--- config.mk ---
export PLATFORM = sky130hd
export DESIGN_NAME = ir_pulse_frame_capture
export DESIGN_NICKNAME = d
export VERILOG_FILES = /design/src/rtl/irpfc_pkg.sv /design/src/rtl/irpfc_front.sv /design/src/rtl/irpfc_fifo.sv /design/src/rtl/irpfc_back.sv /design/src/rtl/ir_pulse_frame_capture.sv
export SDC_FILE = /design/constraint.sdc
export NUM_CORES = 2
export LEC_CHECK = 0
export BUFFER_PORTS_ARGS = -buffer_cell sky130_fd_sc_hd__buf_2
export CAP_MARGIN = 20
export CELL_PAD_IN_SITES_DETAIL_PLACEMENT = 1
export CELL_PAD_IN_SITES_GLOBAL_PLACEMENT = 1
export CORE_MARGIN = 2
export CORE_UTILIZATION = 35
export DETAILED_ROUTE_END_ITERATION = 6
export GPL_ROUTABILITY_DRIVEN = 0
export PLACE_DENSITY = 0.68
export SYNTH_ARGS = -nofsm -noshare
export SYNTH_HDL_FRONTEND = slang
export SYNTH_HIERARCHICAL = 1
export SYNTH_SLANG_ARGS = --single-unit
--- constraint.sdc ---
create_clock -name clk -period 6.1 [get_ports clk]
set_input_delay 0.61 -clock clk [delete_from_list [all_inputs] [get_ports clk]]
set_output_delay 0.61 -clock clk [all_outputs]
set_load 0.02 [all_outputs]
--- src/rtl/irpfc_pkg.sv ---
// ----------------------------------------------------------------------------
// irpfc_pkg: shared types and constants for the ir pulse frame capture block
// ----------------------------------------------------------------------------
`default_nettype none
package irpfc_pkg;

  localparam int MaxPulses = 96;
  localparam int CntW = 7;
  localparam int CfgIdxW = 3;
  localparam int CfgDataW = 20;

  localparam logic [CfgIdxW-1:0] REG_MIN_PULSE   = 3'd0;
  localparam logic [CfgIdxW-1:0] REG_START_MIN   = 3'd1;
  localparam logic [CfgIdxW-1:0] REG_START_MAX   = 3'd2;
  localparam logic [CfgIdxW-1:0] REG_FRAME_GAP   = 3'd3;
  localparam logic [CfgIdxW-1:0] REG_FRAME_MAX   = 3'd4;
  localparam logic [CfgIdxW-1:0] REG_MIN_FPULSES = 3'd5;
  localparam logic [CfgIdxW-1:0] REG_ACTIVE_MS   = 3'd6;
  localparam logic [CfgIdxW-1:0] REG_REPEAT_MS   = 3'd7;

  localparam logic [1:0] END_NONE   = 2'd0;
  localparam logic [1:0] END_ACCEPT = 2'd1;
  localparam logic [1:0] END_NOISE  = 2'd2;

  localparam logic [1:0] CLS_IDLE   = 2'd0;
  localparam logic [1:0] CLS_FRAME  = 2'd1;
  localparam logic [1:0] CLS_REPEAT = 2'd2;
  localparam logic [1:0] CLS_NOISE  = 2'd3;

  // classified sample passed from front to back
  typedef struct packed {
    logic        is_edge;
    logic        prev_level;
    logic [31:0] dur;
    logic [31:0] now_us;
    logic [31:0] now_ms;
  } smp_t;

  typedef enum logic [2:0] {
    ST_IDLE, ST_EDGE, ST_CLOSE, ST_WIN, ST_DIV, ST_EMIT
  } bst_t;

endpackage
`default_nettype wire

--- src/rtl/irpfc_front.sv ---
// ----------------------------------------------------------------------------
// irpfc_front: line level tracking and edge qualification
// ----------------------------------------------------------------------------
`default_nettype none
module irpfc_front (
  input  wire logic              clk,
  input  wire logic              rst_n,
  input  wire logic              in_push,
  output logic                   in_full,
  input  wire logic              in_line_in,
  input  wire logic [31:0]       in_now_us,
  input  wire logic [31:0]       in_now_ms,
  input  wire logic [15:0]       min_pulse,
  output irpfc_pkg::smp_t        q_data,
  output logic                   q_push,
  input  wire logic              q_full
);
  logic        level_r, level_nxt;
  logic [31:0] chg_r, chg_nxt;
  logic [31:0] dur;
  logic        change;

  assign in_full = q_full;
  assign q_push  = in_push && !q_full;
  assign change  = in_line_in != level_r;
  assign dur     = in_now_us - chg_r;

  always_comb begin
    q_data.is_edge    = change && (dur >= {16'd0, min_pulse});
    q_data.prev_level = level_r;
    q_data.dur        = dur;
    q_data.now_us     = in_now_us;
    q_data.now_ms     = in_now_ms;
    level_nxt = level_r;
    chg_nxt   = chg_r;
    if (q_push && change) begin
      level_nxt = in_line_in;
      chg_nxt   = in_now_us;
    end
  end

  always_ff @(posedge clk) begin
    if (!rst_n) begin
      level_r <= 1'b1;
      chg_r   <= '0;
    end else begin
      level_r <= level_nxt;
      chg_r   <= chg_nxt;
    end
  end
endmodule
`default_nettype wire

--- src/rtl/irpfc_fifo.sv ---
// ----------------------------------------------------------------------------
// irpfc_fifo: two-entry queue between front and back
// ----------------------------------------------------------------------------
`default_nettype none
module irpfc_fifo (
  input  wire logic            clk,
  input  wire logic            rst_n,
  input  wire logic            push,
  input  wire irpfc_pkg::smp_t wdata,
  output logic                 full,
  input  wire logic            pop,
  output irpfc_pkg::smp_t      rdata,
  output logic                 empty
);
  irpfc_pkg::smp_t mem_r [2];
  logic       wp_r, rp_r;
  logic [1:0] cnt_r;

  assign full  = cnt_r == 2'd2;
  assign empty = cnt_r == 2'd0;
  assign rdata = mem_r[rp_r];

  always_ff @(posedge clk) begin
    if (push) mem_r[wp_r] <= wdata;
  end

  always_ff @(posedge clk) begin
    if (!rst_n) begin
      wp_r <= 1'b0; rp_r <= 1'b0; cnt_r <= '0;
    end else begin
      if (push) wp_r <= ~wp_r;
      if (pop)  rp_r <= ~rp_r;
      cnt_r <= cnt_r + {1'b0, push} - {1'b0, pop};
    end
  end
endmodule
`default_nettype wire

--- src/rtl/irpfc_back.sv ---
// ----------------------------------------------------------------------------
// irpfc_back: frame tracking, rate window, classification and result register
// ----------------------------------------------------------------------------
`default_nettype none
module irpfc_back (
  input  wire logic            clk,
  input  wire logic            rst_n,
  input  wire irpfc_pkg::smp_t s,
  input  wire logic            q_empty,
  output logic                 q_pop,
  input  wire logic [15:0]     start_min,
  input  wire logic [15:0]     start_max,
  input  wire logic [19:0]     frame_gap,
  input  wire logic [19:0]     frame_max,
  input  wire logic [6:0]      min_fpulses,
  input  wire logic [15:0]     active_ms,
  input  wire logic [13:0]     repeat_ms,
  output logic                 out_empty,
  input  wire logic            out_pop,
  output logic                 out_captured,
  output logic [15:0]          out_pulse_us,
  output logic [1:0]           out_frame_end,
  output logic [1:0]           out_signal_class,
  output logic [6:0]           out_frame_pulses,
  output logic [22:0]          out_frame_total_us,
  output logic [15:0]          out_header_us,
  output logic                 out_frame_overflow,
  output logic [13:0]          out_frame_gap_ms,
  output logic [9:0]           out_edges_per_sec,
  output logic [6:0]           out_frames_per_sec,
  output logic [9:0]           out_noise_per_sec
);
  localparam int CW = irpfc_pkg::CntW;

  irpfc_pkg::bst_t st_r, st_nxt;

  logic        fopen_r, ovf_r;
  logic [CW-1:0] pcnt_r;
  logic [22:0] psum_r;
  logic [15:0] first_r;
  logic [31:0] fstart_r, ledge_r;
  logic [6:0]  dpul_r;
  logic [22:0] dsum_r;
  logic [15:0] dhdr_r;
  logic        dovf_r;
  logic [13:0] dgap_r;
  logic [31:0] lframe_r, lnoise_r;
  logic        fseen_r, nseen_r;
  logic [31:0] wstart_r, wedge_r, wfrm_r, wnoise_r;
  logic [9:0]  erate_r, nrate_r;
  logic [6:0]  frate_r;
  logic        cap_r;
  logic [15:0] stv_r;
  logic [1:0]  fend_r;
  logic [31:0] elapsed_r;
  // divider: one of three counts divided at a time, restoring, 1 bit/cycle
  logic [1:0]  dsel_r;
  logic [5:0]  dbit_r;
  logic [41:0] dnum_r;
  logic [31:0] drem_r;
  logic        oval_r;

  logic [15:0] sat16;
  logic        fits;
  logic [33:0] trial;
  logic [32:0] rem_sh;
  logic [41:0] prod;
  logic [31:0] dcount;
  logic [31:0] q_g, q_ms;

  assign q_pop     = st_r == irpfc_pkg::ST_EMIT && !oval_r;
  assign out_empty = !oval_r;
  assign sat16  = (s.dur > 32'd65535) ? 16'hFFFF : s.dur[15:0];
  assign fits   = pcnt_r < CW'(irpfc_pkg::MaxPulses);
  assign q_g    = s.now_ms - lframe_r;
  assign q_ms   = s.now_ms - wstart_r;
  // remainder stays below the divisor, so its shifted value needs 33 bits
  assign rem_sh = {drem_r, dnum_r[41]};
  assign trial  = {1'b0, rem_sh} - {2'b0, elapsed_r};

  always_comb begin
    case (dsel_r)
      2'd0:    dcount = wedge_r;
      2'd1:    dcount = wfrm_r;
      default: dcount = wnoise_r;
    endcase
    prod = {10'd0, dcount} * 42'd1000;
  end

  always_comb begin
    st_nxt = st_r;
    case (st_r)
      irpfc_pkg::ST_IDLE:  if (!q_empty && !oval_r) st_nxt = irpfc_pkg::ST_EDGE;
      irpfc_pkg::ST_EDGE:  st_nxt = irpfc_pkg::ST_CLOSE;
      irpfc_pkg::ST_CLOSE: st_nxt = irpfc_pkg::ST_WIN;
      irpfc_pkg::ST_WIN:
        st_nxt = (q_ms >= 32'd1000) ? irpfc_pkg::ST_DIV : irpfc_pkg::ST_EMIT;
      irpfc_pkg::ST_DIV:
        if (dsel_r == 2'd2 && dbit_r == 6'd0) st_nxt = irpfc_pkg::ST_EMIT;
      irpfc_pkg::ST_EMIT:  st_nxt = irpfc_pkg::ST_IDLE;
      default:             st_nxt = irpfc_pkg::ST_IDLE;
    endcase
  end

  always_ff @(posedge clk) begin
    if (!rst_n) begin
      st_r <= irpfc_pkg::ST_IDLE;
      fopen_r <= 1'b0; ovf_r <= 1'b0; pcnt_r <= '0; psum_r <= '0; first_r <= '0;
      fstart_r <= '0; ledge_r <= '0;
      dpul_r <= '0; dsum_r <= '0; dhdr_r <= '0; dovf_r <= 1'b0; dgap_r <= '0;
      lframe_r <= '0; lnoise_r <= '0; fseen_r <= 1'b0; nseen_r <= 1'b0;
      wstart_r <= '0; wedge_r <= '0; wfrm_r <= '0; wnoise_r <= '0;
      erate_r <= '0; frate_r <= '0; nrate_r <= '0;
      oval_r <= 1'b0; dsel_r <= '0; dbit_r <= '0;
    end else begin
      st_r <= st_nxt;
      if (oval_r && out_pop) oval_r <= 1'b0;
      case (st_r)
        irpfc_pkg::ST_EDGE: begin
          cap_r <= 1'b0; stv_r <= '0; fend_r <= irpfc_pkg::END_NONE;
          if (s.is_edge) begin
            if (wedge_r != '1) wedge_r <= wedge_r + 32'd1;
            ledge_r <= s.now_us;
            if ((!fopen_r && !s.prev_level && s.dur >= {16'd0, start_min} &&
                 s.dur <= {16'd0, start_max}) || fopen_r) begin
              if (!fopen_r) begin
                fstart_r <= s.now_us - s.dur;
                fopen_r  <= 1'b1;
                ovf_r    <= 1'b0;
              end
              if (fits || !fopen_r) begin
                if (!fopen_r || pcnt_r == '0) first_r <= sat16;
                pcnt_r <= fopen_r ? pcnt_r + CW'(1) : CW'(1);
                psum_r <= (fopen_r ? psum_r : 23'd0) + {7'd0, sat16};
                cap_r  <= 1'b1;
                stv_r  <= sat16;
              end else begin
                ovf_r <= 1'b1;
              end
            end else if (!s.prev_level) begin
              if (wnoise_r != '1) wnoise_r <= wnoise_r + 32'd1;
              lnoise_r <= s.now_ms; nseen_r <= 1'b1;
            end
          end
        end
        irpfc_pkg::ST_CLOSE: begin
          if (fopen_r && ((s.now_us - ledge_r) > {12'd0, frame_gap} ||
                          (s.now_us - fstart_r) > {12'd0, frame_max})) begin
            if (pcnt_r >= min_fpulses) begin
              if (wfrm_r != '1) wfrm_r <= wfrm_r + 32'd1;
              dgap_r <= !fseen_r ? 14'd0 :
                        (q_g > 32'd9999) ? 14'd9999 : q_g[13:0];
              lframe_r <= s.now_ms; fseen_r <= 1'b1;
              dpul_r <= pcnt_r; dsum_r <= psum_r; dhdr_r <= first_r;
              dovf_r <= ovf_r;
              fend_r <= irpfc_pkg::END_ACCEPT;
            end else begin
              if (wnoise_r != '1) wnoise_r <= wnoise_r + 32'd1;
              lnoise_r <= s.now_ms; nseen_r <= 1'b1;
              fend_r <= irpfc_pkg::END_NOISE;
            end
            fopen_r <= 1'b0; ovf_r <= 1'b0; pcnt_r <= '0; psum_r <= '0;
            first_r <= '0;
          end
        end
        irpfc_pkg::ST_WIN: begin
          elapsed_r <= q_ms;
          dsel_r <= 2'd0;
          dbit_r <= 6'd42;
        end
        irpfc_pkg::ST_DIV: begin
          if (dbit_r == 6'd42) begin
            dnum_r <= prod; drem_r <= '0; dbit_r <= 6'd41;
          end else begin
            // quotient bits shift into the low end of dnum_r
            if (!trial[33]) begin
              drem_r <= trial[31:0]; dnum_r <= {dnum_r[40:0], 1'b1};
            end else begin
              drem_r <= rem_sh[31:0]; dnum_r <= {dnum_r[40:0], 1'b0};
            end
            if (dbit_r == 6'd0) begin
              case (dsel_r)
                2'd0: erate_r <= (dnum_r[40:0] >= 41'd500 ||
                                  !trial[33] && dnum_r[40:0] >= 41'd499)
                                 ? 10'd999 : 10'({dnum_r[40:0], !trial[33]});
                2'd1: frate_r <= (dnum_r[40:0] >= 41'd50 ||
                                  !trial[33] && dnum_r[40:0] >= 41'd49)
                                 ? 7'd99 : 7'({dnum_r[40:0], !trial[33]});
                default: nrate_r <= (dnum_r[40:0] >= 41'd500 ||
                                     !trial[33] && dnum_r[40:0] >= 41'd499)
                                    ? 10'd999 : 10'({dnum_r[40:0], !trial[33]});
              endcase
              if (dsel_r == 2'd2) begin
                wedge_r <= '0; wfrm_r <= '0; wnoise_r <= '0; wstart_r <= s.now_ms;
              end else begin
                dsel_r <= dsel_r + 2'd1; dbit_r <= 6'd42;
              end
            end else begin
              dbit_r <= dbit_r - 6'd1;
            end
          end
        end
        irpfc_pkg::ST_EMIT: oval_r <= 1'b1;
        default: ;
      endcase
    end
  end

  // classification from the registered state, evaluated in the emit cycle
  logic rf, rn, rep, noisy;
  always_comb begin
    rf    = fseen_r && ((s.now_ms - lframe_r) < {16'd0, active_ms});
    rn    = nseen_r && ((s.now_ms - lnoise_r) < {16'd0, active_ms});
    rep   = rf && ((dgap_r != '0 && dgap_r < repeat_ms) || frate_r >= 7'd2);
    noisy = rn && (frate_r == '0 || nrate_r > 10'd8);
  end

  logic [1:0] cls_r;
  always_ff @(posedge clk) begin
    if (st_r == irpfc_pkg::ST_EMIT) begin
      if (noisy && !rf)  cls_r <= irpfc_pkg::CLS_NOISE;
      else if (rep)      cls_r <= irpfc_pkg::CLS_REPEAT;
      else if (rf)       cls_r <= irpfc_pkg::CLS_FRAME;
      else if (noisy)    cls_r <= irpfc_pkg::CLS_NOISE;
      else               cls_r <= irpfc_pkg::CLS_IDLE;
    end
  end

  // result registers, loaded when the item finishes
  logic        ocap_r, oovf_r;
  logic [15:0] opul_r, ohdr_r;
  logic [1:0]  oend_r;
  logic [6:0]  ofp_r, ofr_r;
  logic [22:0] osum_r;
  logic [13:0] ogap_r;
  logic [9:0]  oer_r, onr_r;
  always_ff @(posedge clk) begin
    if (st_r == irpfc_pkg::ST_EMIT) begin
      ocap_r <= cap_r; opul_r <= stv_r; oend_r <= fend_r;
      ofp_r <= dpul_r; osum_r <= dsum_r; ohdr_r <= dhdr_r; oovf_r <= dovf_r;
      ogap_r <= dgap_r; oer_r <= erate_r; ofr_r <= frate_r; onr_r <= nrate_r;
    end
  end

  assign out_captured       = ocap_r;
  assign out_pulse_us       = opul_r;
  assign out_frame_end      = oend_r;
  assign out_signal_class   = cls_r;
  assign out_frame_pulses   = ofp_r;
  assign out_frame_total_us = osum_r;
  assign out_header_us      = ohdr_r;
  assign out_frame_overflow = oovf_r;
  assign out_frame_gap_ms   = ogap_r;
  assign out_edges_per_sec  = oer_r;
  assign out_frames_per_sec = ofr_r;
  assign out_noise_per_sec  = onr_r;
endmodule
`default_nettype wire

--- src/rtl/ir_pulse_frame_capture.sv ---
// ----------------------------------------------------------------------------
// ir_pulse_frame_capture: infrared receiver pulse and frame analyzer
// Qualifies line edges, builds frames, keeps one-second rates and classifies.
// ----------------------------------------------------------------------------
// channel   ports                               transfer when
// input     in_push/in_full, in_line_in..ms     in_push && !in_full
// result    out_pop/out_empty, out_*            out_pop && !out_empty
// config    cfg_we, cfg_index, cfg_data         cfg_we
//
// a sample passes the back end states edge, close, win and emit in order; when
// the one-second window closes, a restoring divider runs for each of the three
// rates between win and emit for that sample
// reset is synchronous and active low
// the two-entry queue lets the front take samples while the back is busy
// ----------------------------------------------------------------------------
`default_nettype none
module ir_pulse_frame_capture (
  input  wire logic        clk,
  input  wire logic        rst_n,
  input  wire logic        in_push,
  output logic             in_full,
  input  wire logic        in_line_in,
  input  wire logic [31:0] in_now_us,
  input  wire logic [31:0] in_now_ms,
  output logic             out_empty,
  input  wire logic        out_pop,
  output logic             out_captured,
  output logic [15:0]      out_pulse_us,
  output logic [1:0]       out_frame_end,
  output logic [1:0]       out_signal_class,
  output logic [6:0]       out_frame_pulses,
  output logic [22:0]      out_frame_total_us,
  output logic [15:0]      out_header_us,
  output logic             out_frame_overflow,
  output logic [13:0]      out_frame_gap_ms,
  output logic [9:0]       out_edges_per_sec,
  output logic [6:0]       out_frames_per_sec,
  output logic [9:0]       out_noise_per_sec,
  input  wire logic        cfg_we,
  input  wire logic [irpfc_pkg::CfgIdxW-1:0]  cfg_index,
  input  wire logic [irpfc_pkg::CfgDataW-1:0] cfg_data
);
  // configuration registers
  logic [15:0] min_pulse_r, start_min_r, start_max_r, active_r;
  logic [19:0] gap_r, fmax_r;
  logic [6:0]  minfp_r;
  logic [13:0] repeat_r;

  always_ff @(posedge clk) begin
    if (!rst_n) begin
      min_pulse_r <= 16'd180; start_min_r <= 16'd1800; start_max_r <= 16'd20000;
      gap_r <= 20'd25000; fmax_r <= 20'd220000; minfp_r <= 7'd4;
      active_r <= 16'd650; repeat_r <= 14'd650;
    end else if (cfg_we) begin
      case (cfg_index)
        irpfc_pkg::REG_MIN_PULSE:   min_pulse_r <= cfg_data[15:0];
        irpfc_pkg::REG_START_MIN:   start_min_r <= cfg_data[15:0];
        irpfc_pkg::REG_START_MAX:   start_max_r <= cfg_data[15:0];
        irpfc_pkg::REG_FRAME_GAP:   gap_r       <= cfg_data;
        irpfc_pkg::REG_FRAME_MAX:   fmax_r      <= cfg_data;
        irpfc_pkg::REG_MIN_FPULSES: minfp_r     <= cfg_data[6:0];
        irpfc_pkg::REG_ACTIVE_MS:   active_r    <= cfg_data[15:0];
        irpfc_pkg::REG_REPEAT_MS:   repeat_r    <= cfg_data[13:0];
        default: ;
      endcase
    end
  end

  irpfc_pkg::smp_t q_wdata, q_rdata;
  logic q_push, q_full, q_pop, q_empty;

  irpfc_front u_front (
    .clk, .rst_n, .in_push, .in_full, .in_line_in, .in_now_us, .in_now_ms,
    .min_pulse(min_pulse_r), .q_data(q_wdata), .q_push, .q_full
  );

  irpfc_fifo u_fifo (
    .clk, .rst_n, .push(q_push), .wdata(q_wdata), .full(q_full),
    .pop(q_pop), .rdata(q_rdata), .empty(q_empty)
  );

  irpfc_back u_back (
    .clk, .rst_n, .s(q_rdata), .q_empty, .q_pop,
    .start_min(start_min_r), .start_max(start_max_r), .frame_gap(gap_r),
    .frame_max(fmax_r), .min_fpulses(minfp_r), .active_ms(active_r),
    .repeat_ms(repeat_r), .out_empty, .out_pop, .out_captured, .out_pulse_us,
    .out_frame_end, .out_signal_class, .out_frame_pulses, .out_frame_total_us,
    .out_header_us, .out_frame_overflow, .out_frame_gap_ms, .out_edges_per_sec,
    .out_frames_per_sec, .out_noise_per_sec
  );
endmodule
`default_nettype wire

==> results.yml <==
power_and_ir_drop:
  pwr-share-comb: 0.214
  p_per_area_nw_per_um2: 242
  p_seq_frac: 0.397
  vdd_drop_max_mv: 0.220
  power_leakage_nw: 30.8
  power.total_mw: 18.6
  switchingPower_mw: 5.51
  pwr-share-clk: 0.389
  sw_frac_of_total: 0.297
  intPower_mw: 13.1
synth:
  syn-mean-instance-area_um2: 9.26
  synth-edff-count: 430
  synth_ff_type: "dfxtp_1"
  yosys.cell_count.top_type: "nand2_1"
  async_reset_ff_frac: 0
  yosys-top-cells-area: "edfxtp_1 (21%), dfxtp_1 (19%), ha_1 (9.8%)"
  synth_commonest_cells: "nand2_1 (807), inv_1 (605), dfxtp_1 (569), a21oi_1 (551), ha_1 (483)"
  ys_seq_area_frac: 0.395
  synth_nets: 7323
  synth_warnings: 6
  yosysTopAreaCellShare: 0.210
  yosys.cell_types.count: 112
  syn_inst: 6644
  syn_area_um2: 61500
  yosys.area.top_type: "edfxtp_1"
  ys_seq_elements: 999
drt:
  post_drt_wl_per_cell_um: 20.5
  drc: 0
  ant_nets: 0
  drt_iter0_drc: 2348
  routed_wirelength_um: 200000
  first_pass_iters: 5
  via_per_inst: 5.25
  vias: 51300
placement:
  hpwl_um: 145000
  dp_slack_ps: -630
  io_buffers: 203
cts:
  cts_tree: "done"
  cts_buffer_depth: 3
  cts_buffers: 115
  worstSkewPairLatency_ps: 790
  root_buffer: "clkbuf_16"
  cts_htree_levels: 3
  clock_sinks: 999
  clk_pin_slew_worst_paths_ps: 60
layout:
  syn2layout_area_growth_pct: 25.0
  largest_register_ffs: 196
  final_core_util: 0.442
  final_nets: 8014
  drive_above_1_share: 0.225
  reg_top3: "u_fifo/mem_r (196), u_back/dnum_r (42)"
  largest-register: "u_fifo/mem_r"
setup_path:
  r2r-end: "u_back/dnum_r[40]$_DFFE_PP_"
  r2r_setup_slack_ps: -250
  cp_max_fo: 6
  path_delay_family: "adder cells"
  reg2regPathDepth: 27
  cpMostUsedCell: "fa_1"
  crit_path_top_delay_cell: "fa_1"
  crit_required_ps: 6620
  cp_slowest_stage_delay_ps: 570
  path_buf_inv: 5
  worstSetupPathType: "flop to flop"
  cp-start-kind: "flop"
  end_kind: "flop"
  rr_startpoint: "u_back/dsel_r[0]$_SDFFE_PN0P_"
  crit_arrival_ps: 6880
grt:
  antenna_found_initial: 5
  grt.total_usage: 0.211
  grt_pass1_vias: 53800
  grt_max_degree: 152
  overflow: 0
  grt_pass1_wl_um: 302000
min_path:
  hp-class: "input port to flop"
  worst_hold_startpoint: "in_now_us[11]"
  worstHoldPathCells: 1
  hold_path_end: "u_fifo/mem_r[1][43]$_DFFE_PP_"
job:
  drv_cap: 1
sta:
  slew_headroom: -0.0381
  worst_slack_ps: -255
  hold_viol_final: 0
  rsz0062_at_grt: "true"
  min_period_over_period: 1.04
  tns_ps: -4900
  worst_slew_pin_slew_ps: 1550
  drv_slew: 8
  period_needed_ps: 6350
  fmax_mhz: 157
  skew_ps: 62.5
  setup_violations: 88
  hold_slack_ps: 75.1
die:
  io_pins: 204
  dieHeight_um: 423
  std_cell_rows: 153
  dieWidth_um: 423
  core-area_um2: 174000
  dieArea_um2: 179000
  initial_core_util: 0.353
run_status:
  violations: "capacitance limit, slew limit, setup timing"
  status: "finished, violations left"
## worst reg2reg max path, delay by kind of cell, from the launching register on
family          cells  cell delay [ps]
fa+ha+maj           5             1960
compound gates     11             1950
simple gates        4              930
buf+inv             5              570
xor+xnor            2              360
flops               1              350
## layout make-up
| cell class | count | area, um2 |
|---|---|---|
| clock inverters | 61 | 656 |
| diodes | 1 | 2.50 |
| well taps | 2325 | 2910 |
| inverters | 606 | 2290 |
| flip-flops and latches | 999 | 24300 |
| multi-input cells | 4720 | 35900 |
| clock buffers | 157 | 3320 |
| fillers | 19700 | 97300 |
| repair buffers | 893 | 7510 |
## layout by cell type (no fill, tap or decap), types with 50 or more instances in the layout
cell,netlist,final
inv_1,605,594
nand4_1,75,75
buf_4,73,549
and3_1,55,53
or3_1,76,63
nor2_1,388,376
o21ai_0,258,210
buf_2,41,203
a21o_1,157,157
a21oi_1,551,427
mux2_2,83,71
a211oi_1,63,50
mux2i_1,204,203
nor3_1,69,65
a21oi_2,3,109
xnor2_1,194,170
nand2_1,807,735
nand3_1,119,108
nor2b_1,121,115
clkbuf_16,0,135
fa_1,103,101
ha_1,483,454
edfxtp_1,430,430
xor2_1,109,106
o21a_1,61,60
and2_1,53,51
dfxtp_1,569,566
nand2b_1,52,52
## cells by family after synthesis
kind of cell | count (synthesis) | share of synthesized area
AND/OR/NAND/NOR | 2013 | 0.156
AO/OA/AOI/OAI | 1492 | 0.154
flip-flops | 999 | 0.395
buffers and inverters | 928 | 0.0636
adder cells (fa/ha/maj) | 601 | 0.134
multiplexers | 307 | 0.0533
XOR/XNOR | 304 | 0.0435
## metrics by stage
step | instances | area (um2)
after floorplan | 6644 | 61900
after global placement | 9392 | 68600
after detailed placement | 9392 | 68600
after CTS | 9706 | 74600
after global routing | 9761 | 76900
final | 9762 | 76900
## routing by layer
metal / share of wire / vias to the layer above / wire, um / global-route usage
li1: - / 24700 / - / -
met1: 0.44 / 25500 / 87400 / 0.262
met2: 0.50 / 733 / 101000 / 0.380
met3: 0.027 / 315 / 5370 / 0.0233
met4: 0.034 / 10 / 6730 / 0.0693
met5: 0.00036 / - / 72 / 0
## how the worst max path moves through the flow
| stage | from | to | slack (ps) | depth (start not counted) |
|---|---|---|---|---|
| after floorplan | u_back/dsel_r[0]$_SDFFE_PN0P_ | u_back/dnum_r[41]$_DFFE_PP_ | -1 | 26 |
| after global placement | flop | u_back/psum_r[16]$_SDFFE_PN0P_ | -500 | 28 |
| after detailed placement | flop | u_back/wnoise_r[27]$_SDFFE_PN0P_ | -630 | 28 |
| after CTS | u_back/dsel_r[0]$_SDFFE_PN0P_ | u_back/dnum_r[41]$_DFFE_PP_ | -110 | 27 |
| after global routing | u_back/dsel_r[0]$_SDFFE_PN0P_ | u_back/dnum_r[41]$_DFFE_PP_ | -500 | 27 |
| final | u_back/dsel_r[0]$_SDFFE_PN0P_ | u_back/dnum_r[40]$_DFFE_PP_ | -250 | 27 |
## power by group through the flow
stage          combinational [mW]  sequential, mW  clock [mW]
2_1_floorplan                2.44            7.48           0
3_3_place_gp                 3.62            7.49           0
3_5_place_dp                 3.75            7.51           0
4_1_cts                      3.91            7.37        7.41
5_1_grt                      4.36            7.39        7.64
6_report                     3.99            7.37        7.23
## timing repair
| action | 4_1_cts | 5_1_grt |
|---|---|---|
| endpoints found under the setup margin | 249 | 252 |
| pin swaps | 103 | 206 |
| hold buffers | 35 | 0 |
| gates cloned | 14 | 27 |
| endpoints found under the hold margin | 69 | 0 |
| buffers inserted | 50 | 34 |
| resized for setup | 193 | 399 |
Power figures use the tool's default switching activity.
